<file path="src/rtl/ascn_pkg.sv">
// Shared types and constants of the Annex-B start code normalizer.
`default_nettype none

package ascn_pkg;

    // Start code bytes, the length of the emitted prefix and the full window count.
    localparam logic [7:0] C_SC_ZERO   = 8'h00;
    localparam logic [7:0] C_SC_ONE    = 8'h01;
    localparam logic [2:0] C_PREFIX_LEN = 3'd3;
    localparam logic [1:0] C_LA_FULL   = 2'd3;

    // One input request: a bitstream byte and the end-of-access-unit flag.
    typedef struct packed {
        logic [7:0] in_byte;
        logic       in_last;
    } t_in;

    // One result request.
    typedef struct packed {
        logic [7:0] out_byte;
        logic       byte_present;
        logic       out_last;
        logic       no_nal_error;
    } t_out;

    // Work item handed from the classifier to the emitter: up to four payload
    // bytes, whether a 00 00 01 prefix goes first, and the end-of-unit flags.
    typedef struct packed {
        logic [3:0][7:0] bytes;
        logic [2:0]      n;
        logic            prefix;
        logic            last;
        logic            err;
    } t_item;

endpackage

`default_nettype wire

</file>
<file path="src/rtl/ascn_fifo.sv">
// Small register queue that carries work items from the front to the back.
`default_nettype none

module ascn_fifo
    import ascn_pkg::*;
#(
    parameter int P_DEPTH = 4
) (
    input  wire logic  i_clk,
    input  wire logic  i_rst_n,
    input  wire logic  i_push,
    input  wire t_item i_wdata,
    output logic       o_full,
    output logic       o_valid,
    input  wire logic  i_pop,
    output t_item      o_rdata
);

    localparam int L_PW = (P_DEPTH > 1) ? $clog2(P_DEPTH) : 1;
    localparam int L_CW = $clog2(P_DEPTH + 1);

    t_item             r_mem [P_DEPTH];
    logic [L_PW-1:0]   r_wr_ptr;
    logic [L_PW-1:0]   r_rd_ptr;
    logic [L_CW-1:0]   r_count;
    logic              w_do_push;
    logic              w_do_pop;

    assign o_full    = (r_count == L_CW'(P_DEPTH));
    assign o_valid   = (r_count != '0);
    assign o_rdata   = r_mem[r_rd_ptr];
    assign w_do_push = i_push && !o_full;
    assign w_do_pop  = i_pop && o_valid;

    // Storage is written at the tail pointer.
    always_ff @(posedge i_clk) begin
        if (w_do_push) begin
            r_mem[r_wr_ptr] <= i_wdata;
        end
    end

    // Pointers wrap at the depth; the count tracks occupancy.
    always_ff @(posedge i_clk) begin
        if (!i_rst_n) begin
            r_wr_ptr <= '0;
            r_rd_ptr <= '0;
            r_count  <= '0;
        end else begin
            if (w_do_push) begin
                r_wr_ptr <= (r_wr_ptr == L_PW'(P_DEPTH - 1)) ? '0 : r_wr_ptr + 1'b1;
            end
            if (w_do_pop) begin
                r_rd_ptr <= (r_rd_ptr == L_PW'(P_DEPTH - 1)) ? '0 : r_rd_ptr + 1'b1;
            end
            if (w_do_push && !w_do_pop) begin
                r_count <= r_count + 1'b1;
            end else if (w_do_pop && !w_do_push) begin
                r_count <= r_count - 1'b1;
            end
        end
    end

endmodule

`default_nettype wire

</file>
<file path="src/rtl/ascn_front.sv">
// Front end: lookahead window, start code detection and work item building.
`default_nettype none

module ascn_front
    import ascn_pkg::*;
(
    input  wire logic  i_clk,
    input  wire logic  i_rst_n,
    input  wire logic  i_in_valid,
    output logic       o_in_ready,
    input  wire t_in   i_in_data,
    output logic       o_push,
    output t_item      o_item,
    input  wire logic  i_full
);

    logic [7:0] r_la [3];
    logic [1:0] r_cnt;
    logic       r_inside;
    logic       r_pending;
    logic       r_found;

    logic [7:0] n_la [3];
    logic [1:0] n_cnt;
    logic       n_inside;
    logic       n_pending;
    logic       n_found;

    logic [7:0] w_tmp [4];
    logic       w_sc;
    logic       w_main;
    logic [7:0] w_main_byte;
    logic [1:0] w_flush;
    logic [2:0] w_n;
    logic       w_emit;
    logic       w_accept;

    assign o_in_ready = !i_full;
    assign w_accept   = i_in_valid && o_in_ready;

    // Classify the new byte against the window and work out the next state.
    always_comb begin
        w_tmp[0] = r_la[0];
        w_tmp[1] = r_la[1];
        w_tmp[2] = r_la[2];
        w_tmp[3] = C_SC_ZERO;
        w_tmp[r_cnt] = i_in_data.in_byte;

        // A 01 after two held zeros closes a start code.
        w_sc = 1'b0;
        if (i_in_data.in_byte == C_SC_ONE) begin
            case (r_cnt)
                2'd2:    w_sc = (r_la[0] == C_SC_ZERO) && (r_la[1] == C_SC_ZERO);
                2'd3:    w_sc = (r_la[1] == C_SC_ZERO) && (r_la[2] == C_SC_ZERO);
                default: w_sc = 1'b0;
            endcase
        end

        w_main      = 1'b0;
        w_main_byte = r_la[0];
        n_la        = r_la;
        if (w_sc) begin
            // A non-zero oldest byte is payload; a zero is the fourth start code byte.
            w_main = (r_cnt == C_LA_FULL) && (r_la[0] != C_SC_ZERO);
            n_cnt  = 2'd0;
        end else if (r_cnt == C_LA_FULL) begin
            // Window overflows: the oldest byte is now known to be payload.
            w_main      = 1'b1;
            w_main_byte = w_tmp[0];
            n_la[0]     = w_tmp[1];
            n_la[1]     = w_tmp[2];
            n_la[2]     = w_tmp[3];
            n_cnt       = C_LA_FULL;
        end else begin
            n_la[0] = w_tmp[0];
            n_la[1] = w_tmp[1];
            n_la[2] = w_tmp[2];
            n_cnt   = r_cnt + 2'd1;
        end

        // The last byte flushes whatever the window still holds.
        w_flush = i_in_data.in_last ? n_cnt : 2'd0;
        w_n     = r_inside ? ({2'b00, w_main} + {1'b0, w_flush}) : 3'd0;
        w_emit  = (w_n != 3'd0);

        o_item.bytes[0] = w_main ? w_main_byte : n_la[0];
        o_item.bytes[1] = w_main ? n_la[0] : n_la[1];
        o_item.bytes[2] = w_main ? n_la[1] : n_la[2];
        o_item.bytes[3] = n_la[2];
        o_item.n        = w_n;
        o_item.prefix   = r_pending && w_emit;
        o_item.last     = i_in_data.in_last;

        n_inside  = r_inside || w_sc;
        n_pending = w_sc || (r_pending && !w_emit);
        n_found   = r_found || o_item.prefix;
        o_item.err = !n_found;

        o_push = w_accept && (w_emit || i_in_data.in_last);
    end

    // Window contents need no reset: only held entries are ever read.
    always_ff @(posedge i_clk) begin
        if (w_accept) begin
            r_la <= n_la;
        end
    end

    // Control state returns to the search state after each access unit.
    always_ff @(posedge i_clk) begin
        if (!i_rst_n) begin
            r_cnt     <= '0;
            r_inside  <= 1'b0;
            r_pending <= 1'b0;
            r_found   <= 1'b0;
        end else if (w_accept) begin
            if (i_in_data.in_last) begin
                r_cnt     <= '0;
                r_inside  <= 1'b0;
                r_pending <= 1'b0;
                r_found   <= 1'b0;
            end else begin
                r_cnt     <= n_cnt;
                r_inside  <= n_inside;
                r_pending <= n_pending;
                r_found   <= n_found;
            end
        end
    end

endmodule

`default_nettype wire

</file>
<file path="src/rtl/ascn_back.sv">
// Back end: expands work items into result requests, one per cycle while the receiver is ready.
`default_nettype none

module ascn_back
    import ascn_pkg::*;
(
    input  wire logic  i_clk,
    input  wire logic  i_rst_n,
    input  wire logic  i_item_valid,
    input  wire t_item i_item,
    output logic       o_pop,
    output logic       o_out_valid,
    input  wire logic  i_out_ready,
    output t_out       o_out_data
);

    t_item      r_item;
    logic [2:0] r_idx;
    logic       r_busy;
    logic       r_ovalid;
    t_out       r_odata;

    logic [2:0] w_plen;
    logic [2:0] w_total;
    logic       w_last_idx;
    logic       w_adv;
    logic       w_emit;
    logic       w_load;
    logic [2:0] w_sel;
    t_out       w_res;

    // Sequence length: optional prefix plus payload, or one bare end marker.
    always_comb begin
        w_plen     = r_item.prefix ? C_PREFIX_LEN : 3'd0;
        w_total    = (r_item.n == 3'd0) ? 3'd1 : (w_plen + r_item.n);
        w_last_idx = (r_idx == (w_total - 3'd1));
        w_adv      = !r_ovalid || i_out_ready;
        w_emit     = r_busy && w_adv;
        w_load     = i_item_valid && (!r_busy || (w_emit && w_last_idx));
        o_pop      = w_load;
    end

    // Pick the byte for the current step of the sequence.
    always_comb begin
        w_sel = r_idx - w_plen;
        if (r_item.prefix && (r_idx < C_PREFIX_LEN)) begin
            w_res.out_byte = (r_idx == (C_PREFIX_LEN - 3'd1)) ? C_SC_ONE : C_SC_ZERO;
        end else if (r_item.n == 3'd0) begin
            w_res.out_byte = C_SC_ZERO;
        end else begin
            w_res.out_byte = r_item.bytes[w_sel[1:0]];
        end
        w_res.byte_present = (r_item.n != 3'd0);
        w_res.out_last     = r_item.last && w_last_idx;
        w_res.no_nal_error = r_item.last && w_last_idx && r_item.err;
    end

    // Current item and output register payloads.
    always_ff @(posedge i_clk) begin
        if (w_load) begin
            r_item <= i_item;
        end
        if (w_emit) begin
            r_odata <= w_res;
        end
    end

    // Sequencer position and output valid.
    always_ff @(posedge i_clk) begin
        if (!i_rst_n) begin
            r_idx    <= '0;
            r_busy   <= 1'b0;
            r_ovalid <= 1'b0;
        end else begin
            if (w_load) begin
                r_idx  <= '0;
                r_busy <= 1'b1;
            end else if (w_emit) begin
                r_idx  <= r_idx + 3'd1;
                r_busy <= !w_last_idx;
            end
            if (w_emit) begin
                r_ovalid <= 1'b1;
            end else if (i_out_ready) begin
                r_ovalid <= 1'b0;
            end
        end
    end

    assign o_out_valid = r_ovalid;
    assign o_out_data  = r_odata;

endmodule

`default_nettype wire

</file>
<file path="src/rtl/annexb_start_code_normalizer.sv">
// Annex-B start code normalizer: top level joining front end, queue and back end.
//
// Input channel (i_in_valid / o_in_ready / i_in_data): one access unit byte per
// request, in_last set on its final byte. Output channel (o_out_valid /
// i_out_ready / o_out_data): one result byte per request. Each non-empty NAL
// unit leaves as 00 00 01 and its payload; leading junk and empty NAL units
// are dropped. The final result of a unit carries out_last, and no_nal_error
// when no NAL unit was found; a unit with nothing to flush ends in a bare
// marker with byte_present low.
// A payload byte is held in a three-byte window until three more bytes arrive
// or the unit ends, then passes the queue, the item and the output registers.
// Throughput: the input takes one byte per cycle; the back end sends one result
// per cycle while the receiver is ready, so the three prefix bytes of each NAL
// unit are absorbed by the P_QUEUE_DEPTH-entry queue between the two halves.
// The input stalls only when that queue is full.
// Reset clears the window state, the queue and the output valid flag. A stalled
// receiver holds the output register; the queue fills and then stalls input.
`default_nettype none

module annexb_start_code_normalizer
    import ascn_pkg::*;
#(
    parameter int P_QUEUE_DEPTH = 4
) (
    input  wire logic i_clk,
    input  wire logic i_rst_n,
    input  wire logic i_in_valid,
    output logic      o_in_ready,
    input  wire t_in  i_in_data,
    output logic      o_out_valid,
    input  wire logic i_out_ready,
    output t_out      o_out_data
);

    logic  w_push;
    t_item w_push_item;
    logic  w_full;
    logic  w_q_valid;
    logic  w_pop;
    t_item w_q_item;

    // Front end: window, start code search, work items.
    ascn_front u_front (
        .i_clk      (i_clk),
        .i_rst_n    (i_rst_n),
        .i_in_valid (i_in_valid),
        .o_in_ready (o_in_ready),
        .i_in_data  (i_in_data),
        .o_push     (w_push),
        .o_item     (w_push_item),
        .i_full     (w_full)
    );

    // Queue decoupling the two halves.
    ascn_fifo #(
        .P_DEPTH (P_QUEUE_DEPTH)
    ) u_fifo (
        .i_clk   (i_clk),
        .i_rst_n (i_rst_n),
        .i_push  (w_push),
        .i_wdata (w_push_item),
        .o_full  (w_full),
        .o_valid (w_q_valid),
        .i_pop   (w_pop),
        .o_rdata (w_q_item)
    );

    // Back end: prefix insertion and result sequencing.
    ascn_back u_back (
        .i_clk        (i_clk),
        .i_rst_n      (i_rst_n),
        .i_item_valid (w_q_valid),
        .i_item       (w_q_item),
        .o_pop        (w_pop),
        .o_out_valid  (o_out_valid),
        .i_out_ready  (i_out_ready),
        .o_out_data   (o_out_data)
    );

    // The error flag only ever rides on the final result of a unit.
    a_err_on_last : assert property (@(posedge i_clk) disable iff (!i_rst_n)
        (o_out_valid && !o_out_data.out_last) |-> !o_out_data.no_nal_error)
        else $error("no_nal_error set on a result that is not the last");

    // A bare end marker is always the final result of a unit.
    a_marker_last : assert property (@(posedge i_clk) disable iff (!i_rst_n)
        (o_out_valid && !o_out_data.byte_present) |-> o_out_data.out_last)
        else $error("bare end marker without out_last");

    // The queue never takes a push while full.
    a_no_overflow : assert property (@(posedge i_clk) disable iff (!i_rst_n)
        w_push |-> !w_full)
        else $error("work item pushed into a full queue");

    // Reset leaves no result pending.
    a_reset_idle : assert property (@(posedge i_clk)
        !i_rst_n |=> !o_out_valid)
        else $error("output valid right after reset");

endmodule

`default_nettype wire

</file>
<file path="config.mk">
export PLATFORM = sky130hd
export DESIGN_NAME = annexb_start_code_normalizer
export DESIGN_NICKNAME = d
export VERILOG_FILES = /design/src/rtl/ascn_pkg.sv /design/src/rtl/ascn_fifo.sv /design/src/rtl/ascn_front.sv /design/src/rtl/ascn_back.sv /design/src/rtl/annexb_start_code_normalizer.sv
export SDC_FILE = /design/constraint.sdc
export NUM_CORES = 1
export LEC_CHECK = 0
export BUFFER_PORTS_ARGS = -buffer_cell sky130_fd_sc_hd__buf_2
export CAP_MARGIN = 20
export CORE_UTILIZATION = 38
export CTS_CLUSTER_DIAMETER = 150
export DETAILED_ROUTE_END_ITERATION = 6
export PLACE_DENSITY_LB_ADDON = 0.1
export SLEW_MARGIN = 5
export SYNTH_ARGS = -nofsm -noshare
export SYNTH_HDL_FRONTEND = slang
export SYNTH_SLANG_ARGS = --single-unit
export TNS_END_PERCENT = 50
</file>
<file path="constraint.sdc">
create_clock -name i_clk -period 4.8 [get_ports i_clk]
set_input_delay 0 -clock i_clk [delete_from_list [all_inputs] [get_ports i_clk]]
set_output_delay 0 -clock i_clk [all_outputs]
set_load 0.03 [all_outputs]
</file>
After elaboration in Yosys (flattened, before gate mapping)
Memory sizes are Yosys's and may differ from the RTL's. A register that Yosys moved wholly into a read port is not among the register bits. Cells that the tools add are included.

Add/sub/neg operators: 10. Mux-type cells: 39. Equality and inequality tests: 8. $lt $le $gt $ge: 4. Reductions and logical operators: 44. Bitwise logic cells: 2.

Operator list (number): $mux W8 (9); $mux W24 (2); $bwmux W32 (1); $logic_not A8 Y1 (3); $logic_and A1 B1 Y1 (18); $bmux W8 S2 (1); $demux W8 S2 (1); $mux W2 (7); $mux W1 (13); $mux W3 (4); $reduce_bool A3 Y1 (3); $eq A2 B2 Y1 const B (4); $eq A8 B1 Y1 const B (1); $logic_not A1 Y1 (8); $reduce_bool A8 Y1 (1); $add A2 B1 Y2 const B (3); $add A3 B1 Y3 const B (2); $logic_or A1 B1 Y1 (6); $reduce_bool A2 Y1 (3); $sub A3 B1 Y3 const B (2); $add A1 B2 Y3 (1); $add A3 B3 Y3 (1); $eq A3 B2 Y1 const B (1); $eq A3 B3 Y1 (1); 11 further kinds (11).

Bits of input ports: 13. Memory bits (writable): 152. Bits in registers: 52. Memories kept: 1.

Memory list: u_fifo.r_mem (words 4, width 38, rd ports 1, clocked after memory_dff 1, wr ports 1, line ascn_fifo.sv:22) `t_item r_mem [P_DEPTH];`.

Logic depth before layout (Yosys ltp)
Gate-level depths: netlist (run 1).

Word-level depth: 16. Gate-level depth with buffers: 18. Depth with buffers taken out: 16.

Cells and area by module
From an unflattened synthesis (run 1), not the netlist that was laid out.

Cell total of the unflattened synthesis: 592. Area, all modules: 10118.5 um2.

Modules (own cells, without submodules): ascn_fifo (area each 5974.5 um2, cells each 249, instances 1, sequential area each 4744.6 um2); ascn_back (area each 2215.9 um2, cells each 135, instances 1, sequential area each 1571.5 um2); ascn_front (area each 1928.1 um2, cells each 208, instances 1, sequential area each 820.8 um2).

Worst setup path after synthesis (run 1)
Ideal clock, no wire load.

Path kind: reg-to-reg. Start point: register, netlist name u_back.r_item[2]. End point: register u_fifo.r_count[2]. Stages on the path, launching flop included: 16. Path slack: -166 ps. Setup time: 71 ps. Data arrival time: 4896 ps. Buffers on the path: 0. Cell sequence: edfxtp_1 > ha_1 > inv_1 > fa_1 > or2_2 > ha_1 > xor2_1 > nand3_1 > o32ai_2 > inv_1 > ha_1 > inv_1 > fa_1 > xor2_1 > or3_1 > a21oi_1.

Cells in the longest elaborated chain, start to end: 12. Elaborated cells on any way between the ends: 14. Those cells by class: add/sub (2); eq/ne (1); mux (3); reduce/logical (8).

Ends and longest elaborated chain: $mux W2 (*) (line ascn_back.sv:34) `w_plen = r_item.prefix ? C_PREFIX_LEN : 3'd0;`; $add A3 B3 Y3 (*) (line ascn_back.sv:35) `w_total = (r_item.n == 3'd0) ? 3'd1 : (w_plen + r_item.n);`; $mux W3 (*) (line ascn_back.sv:35); $sub A3 B1 Y3 (*) (line ascn_back.sv:36) `w_last_idx = (r_idx == (w_total - 3'd1));`; $eq A3 B3 Y1 (*) (line ascn_back.sv:36); $logic_and A1 B1 Y1 (*) (line ascn_back.sv:39) `w_load = i_item_valid && (!r_busy || (w_emit && w_last_idx));`; $logic_or A1 B1 Y1 (*) (line ascn_back.sv:39); $logic_and A1 B1 Y1 (*) (line ascn_back.sv:39); net u_back.o_pop (line ascn_back.sv:11) `output logic o_pop,`; $logic_and A1 B1 Y1 (*) (line ascn_fifo.sv:33) `assign w_do_pop = i_pop && o_valid;`; $logic_not A1 Y1 (line ascn_fifo.sv:55) `if (w_do_push && !w_do_pop) begin`; $logic_and A1 B1 Y1 (line ascn_fifo.sv:55); $mux W3 / $reduce_bool A2 Y1 (equally long branches); end signal: assignment (line ascn_fifo.sv:56) `r_count <= r_count + 1'b1;`; end signal: assignment (line ascn_fifo.sv:58) `r_count <= r_count - 1'b1;`; end: declaration (line ascn_fifo.sv:25) `logic [L_CW-1:0] r_count;`.

Mark *: on every way through the listed nets, which the timed path passes. The rest lies on a longest branch. A chain may end at the register's enable or synchronous reset.

Worst setup path in the final report (run 1)
Start point: register u_front.r_la[0] in the netlist's numbering. End point: register u_fifo.r_count[2].

Cells in the longest elaborated chain, start to end: 15. Elaborated cells on any way between the ends: 18. Those cells by class: add/sub (1); mux (7); reduce/logical (10).

Ends and longest elaborated chain: start: declaration (line ascn_front.sv:17) `logic [7:0] r_la [3];`; start signal: assignment (line ascn_front.sv:105) `r_la <= n_la;`; $logic_not A8 Y1 (*) (line ascn_front.sv:54) `2'd3: w_sc = (r_la[1] == C_SC_ZERO) && (r_la[2] == C_SC_ZERO);`; $logic_and A1 B1 Y1 (*) (line ascn_front.sv:54); $pmux W1 S2 (*) (line ascn_front.sv:52) `case (r_cnt)`; $mux W1 (*) (line ascn_front.sv:51) `if (i_in_data.in_byte == C_SC_ONE) begin`; $mux W2 (line ascn_front.sv:62) `if (w_sc) begin`; $mux W2 (line ascn_front.sv:82) `w_flush = i_in_data.in_last ? n_cnt : 2'd0;`; $add A1 B2 Y3 (*) (line ascn_front.sv:83) `w_n = r_inside ? ({2'b00, w_main} + {1'b0, w_flush}) : 3'd0;`; $mux W3 (*) (line ascn_front.sv:83); $reduce_bool A3 Y1 (*) (line ascn_front.sv:84) `w_emit = (w_n != 3'd0);`; $logic_or A1 B1 Y1 (*) (line ascn_front.sv:99) `o_push = w_accept && (w_emit || i_in_data.in_last);`; $logic_and A1 B1 Y1 (*) (line ascn_front.sv:99); $logic_and A1 B1 Y1 (*) (line ascn_fifo.sv:32) `assign w_do_push = i_push && !o_full;`; net u_fifo.w_do_push (line ascn_fifo.sv:26) `logic w_do_push;`; $logic_not A1 Y1 (line ascn_fifo.sv:57) `end else if (w_do_pop && !w_do_push) begin`; $logic_and A1 B1 Y1 (line ascn_fifo.sv:57); $reduce_bool A2 Y1 (no source line).

Marks and branches as above.

==> results of run 1 <==
==> kinds of logic after synthesis <==
logic type	after synthesis	synth area share [%]
flops	242	70.8
simple gates	107	5.84
mux	81	14.1
compound gates	67	4.83
buf+inv	38	1.56
fa+ha+maj	15	2.02
xor+xnor	9	0.787
==> worst paths after layout <==
check,startpoint,to,slack (ns)
max,u_front.r_la[0],u_fifo.r_count[2],0.74
min,i_in_data[5],u_fifo.r_mem[2][18],0.03
max reg2reg,u_front.r_la[0],u_fifo.r_count[2],0.74
min reg2reg,u_front.r_found,u_front.r_found,0.47
==> cell usage in the layout, fill, tap and decap left out, types with 4 or more instances in the layout <==
cell / netlist / final
a21oi_1: 20 / 20
a31oi_1: 4 / 4
and2_1: 16 / 12
and2_2: 0 / 4
buf_2: 5 / 25
buf_4: 0 / 10
bufinv_16: 0 / 7
clkbuf_16: 0 / 27
clkinv_2: 0 / 6
dfxtp_1: 17 / 16
dlygate4sd3_1: 0 / 12
edfxtp_1: 225 / 225
ha_1: 13 / 13
inv_1: 17 / 17
mux2_2: 24 / 24
mux2i_1: 11 / 11
mux4_2: 46 / 46
nand2_1: 17 / 17
nor2_1: 27 / 27
nor2b_1: 12 / 12
nor3_1: 6 / 6
o21ai_0: 10 / 10
o21bai_1: 6 / 6
o22ai_1: 8 / 8
o31ai_2: 8 / 8
or3_1: 5 / 5
xor2_1: 5 / 5
==> metal layers <==
| metal | GRT usage [%] | up-vias | share of wire [%] |
|---|---|---|---|
| li1 | - | 2335 | - |
| met1 | 23.6 | 2701 | 46 |
| met2 | 25.9 | 128 | 48 |
| met3 | 2.18 | 23 | 4.4 |
| met4 | 4.05 | 0 | 1.5 |
| met5 | 0 | - | 0 |
==> registers in the layout, indices dropped and copies added, names as in the netlist <==
| register | count |
|---|---|
| u_back.o_out_valid | 1 |
| u_back.r_item | 38 |
| u_front.r_inside | 1 |
| u_back.r_idx | 3 |
| u_front.r_pending | 1 |
| u_fifo.r_mem | 152 |
| u_front.r_cnt | 2 |
| u_front.r_la | 24 |
| u_back.r_busy | 1 |
| u_front.r_found | 1 |
| u_fifo.r_rd_ptr | 2 |
| u_fifo.r_wr_ptr | 2 |
| u_back.o_out_data | 11 |
| u_fifo.r_count | 3 |
==> area by class of cell <==
type,count,share of cell area (%)
clock buffers,29,5.89
clock inverters,19,2.43
inverters,17,0.543
multi-input cells,279,23.7
flip-flops and latches,242,60.4
well taps,335,3.56
repair buffers,51,3.47
==> metrics by stage <==
step	utilization [%]	area (µm²)	hold slack [ns]	power [mW]
floorplan	-	10000	0.0989	4.42
global placement	40.9	10600	0.341	5.19
detailed placement	40.9	10600	0.342	5.23
CTS	45.1	11700	0.00333	7.49
global route	45.3	11800	0.0194	7.78
finish	45.3	11800	0.0326	7.38
==> power groups by stage <==
stage          registers (mW)  logic (mW)  clock network (mW)
6_report                 3.14        2.01                2.24
5_1_grt                  3.19        2.22                2.37
3_5_place_dp             3.20        2.03                   0
4_1_cts                  3.15        2.05                2.29
3_3_place_gp             3.18        2.01                   0
2_1_floorplan            3.14        1.29                   0
==> critical path: cells and delay by family (launching register included) <==
| family | cells | cell delay (ns) |
|---|---|---|
| AO/OA/AOI/OAI | 3 | 0.43 |
| XOR/XNOR | 1 | 0.18 |
| adder cells (fa/ha/maj) | 4 | 1.12 |
| buffers and inverters | 1 | 0.06 |
| flip-flops | 1 | 0.42 |
| AND/OR/NAND/NOR | 7 | 1.77 |
==> timing repair <==
action	CTS	global route
setup buffers	0	0
gates resized for setup	0	0
hold buffers	12	0
hold endpoints to repair	90	0
==> metrics.cfg, run 1 <==
[pwr]
p_switching_mw = 2.19
leakagePower_nw = 3.92
p_comb_share_pct = 27.2
pwr-share-clk_pct = 30.3
switching_share_pct = 29.7
powerDensity_nw_per_um2 = 628
pwr-share-seq_pct = 42.5
vdd_drop_max_v = 0.000380
internal-power_mw = 5.19

[synth]
async_flop_share_pct = 0
synthTopCellsByArea = edfxtp_1 67%, mux4_2 10%, dfxtp_1 3.4%
synth_seq_cells = 242
yosysTopAreaCellShare_pct = 67.4
synth_cells = 559
syn_area_per_cell_um2 = 17.9
synthesis.nets = 587
synth.distinct_cells = 49
yosysTopAreaCell = edfxtp_1
ys_warn_count = 0
yosysMostFrequentCell = edfxtp_1
synthTopCellsByCount = 225 x edfxtp_1, 46 x mux4_2, 27 x nor2_1
synth-edff-count = 225
ys.flop_type = edfxtp_1
synth_area_um2 = 10000
synth_seq_area_share_pct = 70.8

[clock_network]
clk_latency_ns = 0.52
cts_tree = done
cts_inserted_buffers = 26
clock-sinks = 242
clockRootBuffer = clkbuf_16
clk_pin_slew_ns = 0.06
htree_num_levels = 1
clockBufferDepth = 3

[placement]
dp_hpwl_mm = 13.0
pre_cts_ws_ns = 0.839
io_buffers = 25
dp.cells = 911
gp_congestion = 0.832

[routing]
num_vias = 5187
wire_per_inst_um = 21.3
antenna_left = 0
drc = 0
routed_wl_mm = 20.7
dr.pass1.iters = 5
first_iter_violations = 345
via_per_inst = 5.34

[worst_setup_path]
cp.arrival_ns = 4.49
slowest_stage = nor4_1
critical_path_class = register to register
crit_fanout = 7
critPathRequiredTime_ns = 5.23
slowest_delay_ns = 0.63
r2r_cells = 16
start_kind = register
path_cells = nor4_1 > and3_1 > o211ai_2 > nand2_1 > nor2_1 > ha_1 > ha_1 > o31a_1 > nor2_1 > nor2_1 > ha_1 > inv_1 > fa_1 > xor2_1 > or3_1 > a21oi_1
worstSetupEndpointType = register

[run]
cap_violations = 0

[status]
status = finished clean

[cells_and_area]
final_cells = 972
regArea_um2 = 7100
fillCellCount = 2275
drive_above_1_share_pct = 29.0
nNetsFinal = 645
multi_input_area_um2 = 2790
area_growth_pct = 17.3
n_antenna_cell = 0

[timing]
hold_viol_final = 0
setup_violations = 0
max_freq_mhz = 247
fin_ws_ns = 0.744
rsz0062_at_grt = no
slew_viol_final = 0
max_slew_margin_pct = 34.3
period_share_pct = 84.5
min_period_ns = 4.06
fin_skew_ns = 0.0117
fin_setup_tns_ns = 0
worstMarginPinSlew_ns = 0.986

[die]
die_w_um = 164
io_pins = 26
row_count = 59
die-area_um2 = 27000
core_area_um2 = 26000
start_util_pct = 38.6
dieHeight_um = 164

[global_routing]
grt_pass1_wl_mm = 32.4
antenna_found_initial = 1
grt_max_degree = 44
grt_pass1_vias = 5430
overflow = 0
grt_usage_pct = 16.3

[hold_path]
hold_depth = 3
hp-class = primary input to register

Note: power is estimated with default switching activity, not from simulation.
==> run 2, diff against run 1 <==
==> constraint.sdc (replaced) <==
create_clock -name i_clk -period 4.1 [get_ports i_clk]
set_input_delay 0 -clock i_clk [delete_from_list [all_inputs] [get_ports i_clk]]
set_output_delay 0 -clock i_clk [all_outputs]
set_load 0.03 [all_outputs]
==> run 2 against run 1 <==
Flip-flop and latch count unchanged. Combinational power increased by 19%. Routed wire length decreased by 1.8%. Hold slack got worse by 0.0029 ns. Critical path type unchanged.
==> metrics.cfg, run 2 (synthesized netlist as in run 1, its figures left out) <==
[status]
status = finished clean  ; unchanged

[worst_setup_path]
path_cells = nor4_1 > and3_1 > nand3_1 > o21bai_4 > inv_1 > ha_1 > ha_1 > o31a_1 > nor2_1 > nor2_1 > buf_4 > ha_2 > inv_1 > fa_2 > xor2_1 > or3_1 > a21oi_1  ; was nor4_1 > and3_1 > o211ai_2 > nand2_1 > nor2_1 > ha_1 > ha_1 > o31a_1 > nor2_1 > nor2_1 > ha_1 > inv_1 > fa_1 > xor2_1 > or3_1 > a21oi_1
worstSetupEndpointType = register  ; unchanged
critical_path_class = register to register  ; unchanged
crit_fanout = 7  ; unchanged
critPathRequiredTime_ns = 4.55  ; was 5.23 ns
slowest_delay_ns = 0.45  ; was 0.63 ns
slowest_stage = edfxtp_1  ; was nor4_1
cp.arrival_ns = 4.11  ; was 4.49 ns
start_kind = register  ; unchanged

[cells_and_area]
final_cell_mix = 225 x edfxtp_1, 46 x mux4_2, 27 x nor2_1, 27 x clkbuf_16, 25 x buf_2  ; unchanged
drive_above_1_share_pct = 28.7  ; was 29.0%
fillCellCount = 2301  ; was 2275
reg.largest.list = u_fifo.r_mem (152), u_back.r_item (38), u_front.r_la (24)  ; unchanged
area_growth_pct = 16.6  ; was 17.3%
largest_reg_flops = 152  ; unchanged
nNetsFinal = 644  ; was 645
final_common_cell = edfxtp_1  ; unchanged
max_flop_register = u_fifo.r_mem  ; unchanged
n_antenna_cell = 0  ; unchanged

[timing]
hold_viol_final = 0  ; unchanged
min_period_ns = 3.66  ; was 4.06 ns
max_slew_margin_pct = 42.1  ; was 34.3%
period_share_pct = 89.2  ; was 84.5%
slew_viol_final = 0  ; unchanged
rsz0062_at_grt = no  ; unchanged
fin_ws_ns = 0.441  ; was 0.744 ns
whs_ns = 0.0296  ; was 0.0326 ns
worstMarginPinSlew_ns = 0.869  ; was 0.986 ns
fin_skew_ns = 0.0149  ; was 0.0117 ns
max_freq_mhz = 273  ; was 247 MHz
setup_violations = 0  ; unchanged
fin_setup_tns_ns = 0  ; unchanged

[global_routing]
grt_pass1_vias = 5284  ; was 5430
grt_pass1_wl_mm = 31.4  ; was 32.4 mm
use_met1_pct = 22.5  ; was 23.6%
gr-usage-met2_pct = 25.0  ; was 25.9%
overflow = 0  ; unchanged
grt_max_degree = 44  ; unchanged
antenna_found_initial = 1  ; unchanged
grt.busiest_layer = met2  ; unchanged
grt_usage_pct = 15.6  ; was 16.3%
grtUsageMet3_pct = 2.46  ; was 2.18%

[die]
die_w_um = 164  ; unchanged
dieHeight_um = 164  ; unchanged
io_pins = 26  ; unchanged
start_util_pct = 38.6  ; unchanged
die-area_um2 = 27000  ; unchanged
core_area_um2 = 26000  ; unchanged
row_count = 59  ; unchanged

[placement]
io_buffers = 25  ; unchanged
dp_hpwl_mm = 12.7  ; was 13.0 mm
pre_cts_ws_ns = 0.447  ; was 0.839 ns
gp_congestion = 0.839  ; was 0.832

[clock_network]
post_cts_buffers = 0  ; unchanged
clockRootBuffer = clkbuf_16  ; unchanged
clk_latency_ns = 0.52  ; about the same
cts_inserted_buffers = 26  ; unchanged
clockBufferDepth = 3  ; unchanged
clock-sinks = 242  ; unchanged
cts_tree = done  ; unchanged
htree_num_levels = 1  ; unchanged
clk_pin_slew_ns = 0.06  ; about the same

[routing]
antenna_left = 0  ; unchanged
first_iter_violations = 292  ; was 345
wire_per_inst_um = 21.0  ; was 21.3 µm
drc = 0  ; unchanged
num_vias = 5093  ; was 5187
routed_wl_mm = 20.3  ; was 20.7 mm
via_per_inst = 5.25  ; was 5.34
dr.pass1.iters = 4  ; was 5

[pwr]
vdd_drop_max_v = 0.000462  ; was 0.000380 V
internal-power_mw = 5.96  ; was 5.19 mW
pwr-share-clk_pct = 28.8  ; was 30.3%
switching_share_pct = 29.6  ; was 29.7%
leakagePower_nw = 3.86  ; was 3.92 nW
powerDensity_nw_per_um2 = 725  ; was 628 nW/µm²
pwr-share-seq_pct = 42.9  ; was 42.5%
p_comb_share_pct = 28.3  ; was 27.2%
p_switching_mw = 2.51  ; was 2.19 mW
power_mw = 8.47  ; was 7.38 mW

[hold_path]
hp-class = primary input to register  ; unchanged

[run]
cap_violations = 0  ; unchanged

[run 2: cell count changes in the layout (fill, tap and decap cells not counted), sizes merged]
| cell | before | now |
|---|---|---|
| bufinv | 7 | 5 |
| clkbuf | 29 | 32 |
| clkinv | 9 | 8 |
| dlygate4sd3 | 12 | 11 |
| inv | 18 | 17 |
[run 2: path summary, 6_finish.rpt]
path | from | to | slack, ns | cells after the start
worst max-delay path | u_front.r_la[10] | u_fifo.r_count[2] | 0.44 | 17
worst min-delay path | i_in_data[7] | u_front.r_la[14] | 0.03 | 3
worst min register to register | u_front.r_found | u_front.r_found | 0.47 | 2
worst max register to register | u_front.r_la[10] | u_fifo.r_count[2] | 0.44 | 17
[run 2: final cells by class]
type	count	area [µm²]	share of cell area [%]
multi-input combinational	279	2810	24.1
timing repair buffer	50	385	3.30
clock inverter	15	204	1.75
inverter	17	63.8	0.546
clock buffer	32	694	5.95
tap	335	419	3.59
sequential	242	7100	60.8
[run 2: critical path: cells and delay by family (launching register included)]
kind | cells | cell delay [ns]
and+or+nand+nor | 6 | 1.26
adders and majority gates | 4 | 0.99
DFF | 1 | 0.45
AOI/OAI and AO/OA | 3 | 0.45
buffers and inverters | 3 | 0.25
xor gates and xnor gates | 1 | 0.17
[run 2: through the flow]
step	cells	utilization [%]	instance area, µm²
6_report	970	44.9	11700
5_1_grt	970	44.9	11700
4_1_cts	969	44.8	11700
3_5_place_dp	911	41.0	10600
3_3_place_gp	910	40.9	10600
2_1_floorplan	559	-	10100
[run 2: routing by layer]
metal / share of wire [%] / up-vias / wire [µm]
li1: - / 2336 / -
met1: 47 / 2641 / 9630
met2: 47 / 89 / 9550
met3: 4.2 / 27 / 852
met4: 1.5 / 0 / 312
met5: 0 / - / 0
[run 2: power by group through the flow]
stage	Combinational [mW]	Clock, mW	Sequential (mW)
after CTS	2.47	2.51	3.64
after global placement	2.35	0	3.71
after detailed placement	2.45	0	3.69
after floorplan	1.55	0	3.67
final	2.40	2.44	3.63
after global routing	2.65	2.60	3.68
[run 2: what timing repair did]
action                                 CTS  global route
endpoints found under the hold margin   87             0
hold buffers                            11             0
resized for setup                        0             0
==> run 3, diff against run 2 <==
--- a/config.mk
+++ b/config.mk
@@ -5,11 +5,11 @@
 export SDC_FILE = /design/constraint.sdc
 export NUM_CORES = 1
 export LEC_CHECK = 0
-export BUFFER_PORTS_ARGS = -buffer_cell sky130_fd_sc_hd__buf_2
 export CAP_MARGIN = 20
 export CORE_UTILIZATION = 38
 export CTS_CLUSTER_DIAMETER = 150
 export DETAILED_ROUTE_END_ITERATION = 6
+export DONT_BUFFER_PORTS = 1
 export PLACE_DENSITY_LB_ADDON = 0.1
 export SLEW_MARGIN = 5
 export SYNTH_ARGS = -nofsm -noshare
==> run 3 against run 2 <==
Combinational power decreased by 6%. Setup slack got worse by 0.054 ns. Total power is 2.1% lower. Via count shrank 0.84%. Design area down 1.3%. Core utilization down 0.57 points. Sequential power rose by 4%. Hold slack improved by 0.14 ns. Flip-flop and latch count did not move. First-iteration DRC count down 13%. Critical path depth is the same. Register-to-register slack got worse by 0.05 ns. Critical endpoint unchanged. Highest routed layer unchanged.
==> metrics.cfg, run 3 (synthesized netlist as in run 1, its figures left out) <==
[status]
status = finished clean  ; unchanged

[cells_and_area]
drive_above_1_share_pct = 25.6  ; was 28.7%
area_growth_pct = 15.1  ; was 16.6%
max_flop_register = u_fifo.r_mem  ; unchanged
fillCellCount = 2287  ; was 2301
final_cells = 952  ; was 970
fin_area_um2 = 11500  ; was 11700 µm²
n_antenna_cell = 0  ; unchanged
reg.largest.list = u_fifo.r_mem (152), u_back.r_item (38), u_front.r_la (24)  ; unchanged
largest_reg_flops = 152  ; unchanged
final_common_cell = edfxtp_1  ; unchanged
nNetsFinal = 624  ; was 644
final_cell_mix = 225 x edfxtp_1, 46 x mux4_2, 27 x nor2_1, 27 x clkbuf_16, 24 x mux2_2  ; was 225 x edfxtp_1, 46 x mux4_2, 27 x nor2_1, 27 x clkbuf_16, 25 x buf_2

[clock_network]
htree_num_levels = 1  ; unchanged
cts_tree = done  ; unchanged
clock-sinks = 242  ; unchanged
clockRootBuffer = clkbuf_16  ; unchanged
holdBufCountCts = 12  ; was 11
post_cts_buffers = 0  ; unchanged
cts_inserted_buffers = 27  ; was 26
cts_resized = 0  ; unchanged
clk_latency_ns = 0.52  ; about the same
clockBufferDepth = 3  ; unchanged
clk_pin_slew_ns = 0.06  ; about the same

[hold_path]
hp-class = primary input to register  ; unchanged
hold_depth = 4  ; was 3
hold_end = u_fifo.r_mem[1][3]  ; was u_front.r_la[14]
min-delay-start = i_in_data[0]  ; was i_in_data[7]

[placement]
pre_cts_ws_ns = 0.484  ; was 0.447 ns
io_buffers = 0  ; was 25
gp_congestion = 0.826  ; was 0.839
dp_hpwl_mm = 13.1  ; was 12.7 mm
dpl-instance-area_um2 = 10500  ; was 10600 µm²
dp.cells = 889  ; was 911

[die]
start_util_pct = 38.6  ; unchanged
core_area_um2 = 26000  ; unchanged
row_count = 59  ; unchanged
die-area_um2 = 27000  ; unchanged
dieHeight_um = 164  ; unchanged
die_w_um = 164  ; unchanged
io_pins = 26  ; unchanged

[worst_setup_path]
r2r_cells = 17  ; unchanged
critPathRequiredTime_ns = 4.54  ; was 4.55 ns
cp.arrival_ns = 4.15  ; was 4.11 ns
crit_fanout = 7  ; unchanged
r2r_end = u_fifo.r_count[2]  ; unchanged
r2r_start = u_front.r_la[16]  ; was u_front.r_la[10]
critical_path_class = register to register  ; unchanged
r2r_setup_slack_ns = 0.39  ; was 0.44 ns
start_kind = register  ; unchanged
worstSetupEndpointType = register  ; unchanged

[routing]
num_vias = 5050  ; was 5093
antenna_left = 0  ; unchanged
wire_per_inst_um = 21.8  ; was 21.0 µm
first_iter_violations = 254  ; was 292
via_per_inst = 5.30  ; was 5.25
routed_wl_mm = 20.8  ; was 20.3 mm
dr.pass1.iters = 4  ; unchanged
drc = 0  ; unchanged

[timing]
max_slew_margin_pct = 50.3  ; was 42.1%
max_freq_mhz = 269  ; was 273 MHz
fin_setup_tns_ns = 0  ; unchanged
slew_viol_final = 0  ; unchanged
period_share_pct = 90.6  ; was 89.2%
fin_skew_ns = 0.0210  ; was 0.0149 ns
hold_viol_final = 0  ; unchanged
fin_ws_ns = 0.387  ; was 0.441 ns
min_period_ns = 3.71  ; was 3.66 ns
setup_violations = 0  ; unchanged
worstMarginPinSlew_ns = 0.743  ; was 0.869 ns
whs_ns = 0.168  ; was 0.0296 ns
rsz0062_at_grt = no  ; unchanged

[pwr]
vdd_drop_max_v = 0.000512  ; was 0.000462 V
powerDensity_nw_per_um2 = 719  ; was 725 nW/µm²
leakagePower_nw = 3.75  ; was 3.86 nW

[global_routing]
grt_pass1_wl_mm = 31.9  ; was 31.4 mm
grt_max_degree = 44  ; unchanged
grt_usage_pct = 16.0  ; was 15.6%
antenna_found_initial = 0  ; was 1
grt_pass1_vias = 5272  ; was 5284
overflow = 0  ; unchanged

[run]
cap_violations = 0  ; unchanged

run 3: changes by cell type in the layout (fill, tap and decap cells not counted), sizes merged:
cell,change
buf,-22
bufinv,-3
clkinv,+5
clkinvlp,-1
dlygate4sd3,+1
inv,+2
run 3: layout make-up:
type / count / area (µm²) / share of cell area (%)
inverters: 17 / 63.8 / 0.553
repair buffers: 29 / 305 / 2.65
multi-input cells: 279 / 2810 / 24.3
clock inverters: 18 / 143 / 1.24
well taps: 335 / 419 / 3.63
flip-flops and latches: 242 / 7100 / 61.6
clock buffers: 32 / 694 / 6.02
run 3: through the flow:
stage / utilization, % / power [mW]
final: 44.4 / 8.29
after global routing: 44.4 / 8.73
after CTS: 44.3 / 8.42
after detailed placement: 40.6 / 6.11
after global placement: 40.5 / 6.06
after floorplan: - / 5.22
run 3: routing by layer:
layer	routed length [µm]	GRT usage (%)	vias up
met5	0	0	-
met4	211	3.46	0
met3	949	2.51	16
met2	9600	25.4	113
met1	10000	23.2	2620
li1	-	-	2301
run 3: worst max-delay path by stage:
stage                      from                end  slack (ns)  cells after the start
2_1_floorplan  u_back.r_item[2]  u_fifo.r_count[2]       0.009                     15
3_3_place_gp   u_front.r_la[16]  u_fifo.r_count[2]        0.54                     17
3_5_place_dp   u_front.r_la[16]  u_fifo.r_count[2]        0.48                     17
4_1_cts        u_front.r_la[16]  u_fifo.r_count[2]        0.41                     17
5_1_grt        u_front.r_la[16]  u_fifo.r_count[2]        0.19                     17
6_report       u_front.r_la[16]  u_fifo.r_count[2]        0.39                     17
run 3: worst max-delay path, stage by stage, from the launching register on:
cell	delay, ns
edfxtp_1	0.42
or4_1	0.60
nor3_1	0.21
o211ai_2	0.12
nand2_1	0.10
nor2_1	0.05
ha_1	0.20
ha_1	0.29
o31a_1	0.15
nor2_1	0.05
nor2_1	0.11
buf_4	0.16
ha_2	0.18
inv_1	0.05
fa_2	0.33
xor2_1	0.17
or3_1	0.30
a21oi_1	0.14
run 3: report_power, final:
| group | internal [mW] | switching, mW | total, mW | leakage (nW) |
|---|---|---|---|---|
| combinational | 1.01 | 1.24 | 2.25 | 1.12 |
| clock | 1.34 | 0.941 | 2.28 | 0.410 |
| sequential | 3.41 | 0.353 | 3.76 | 2.22 |
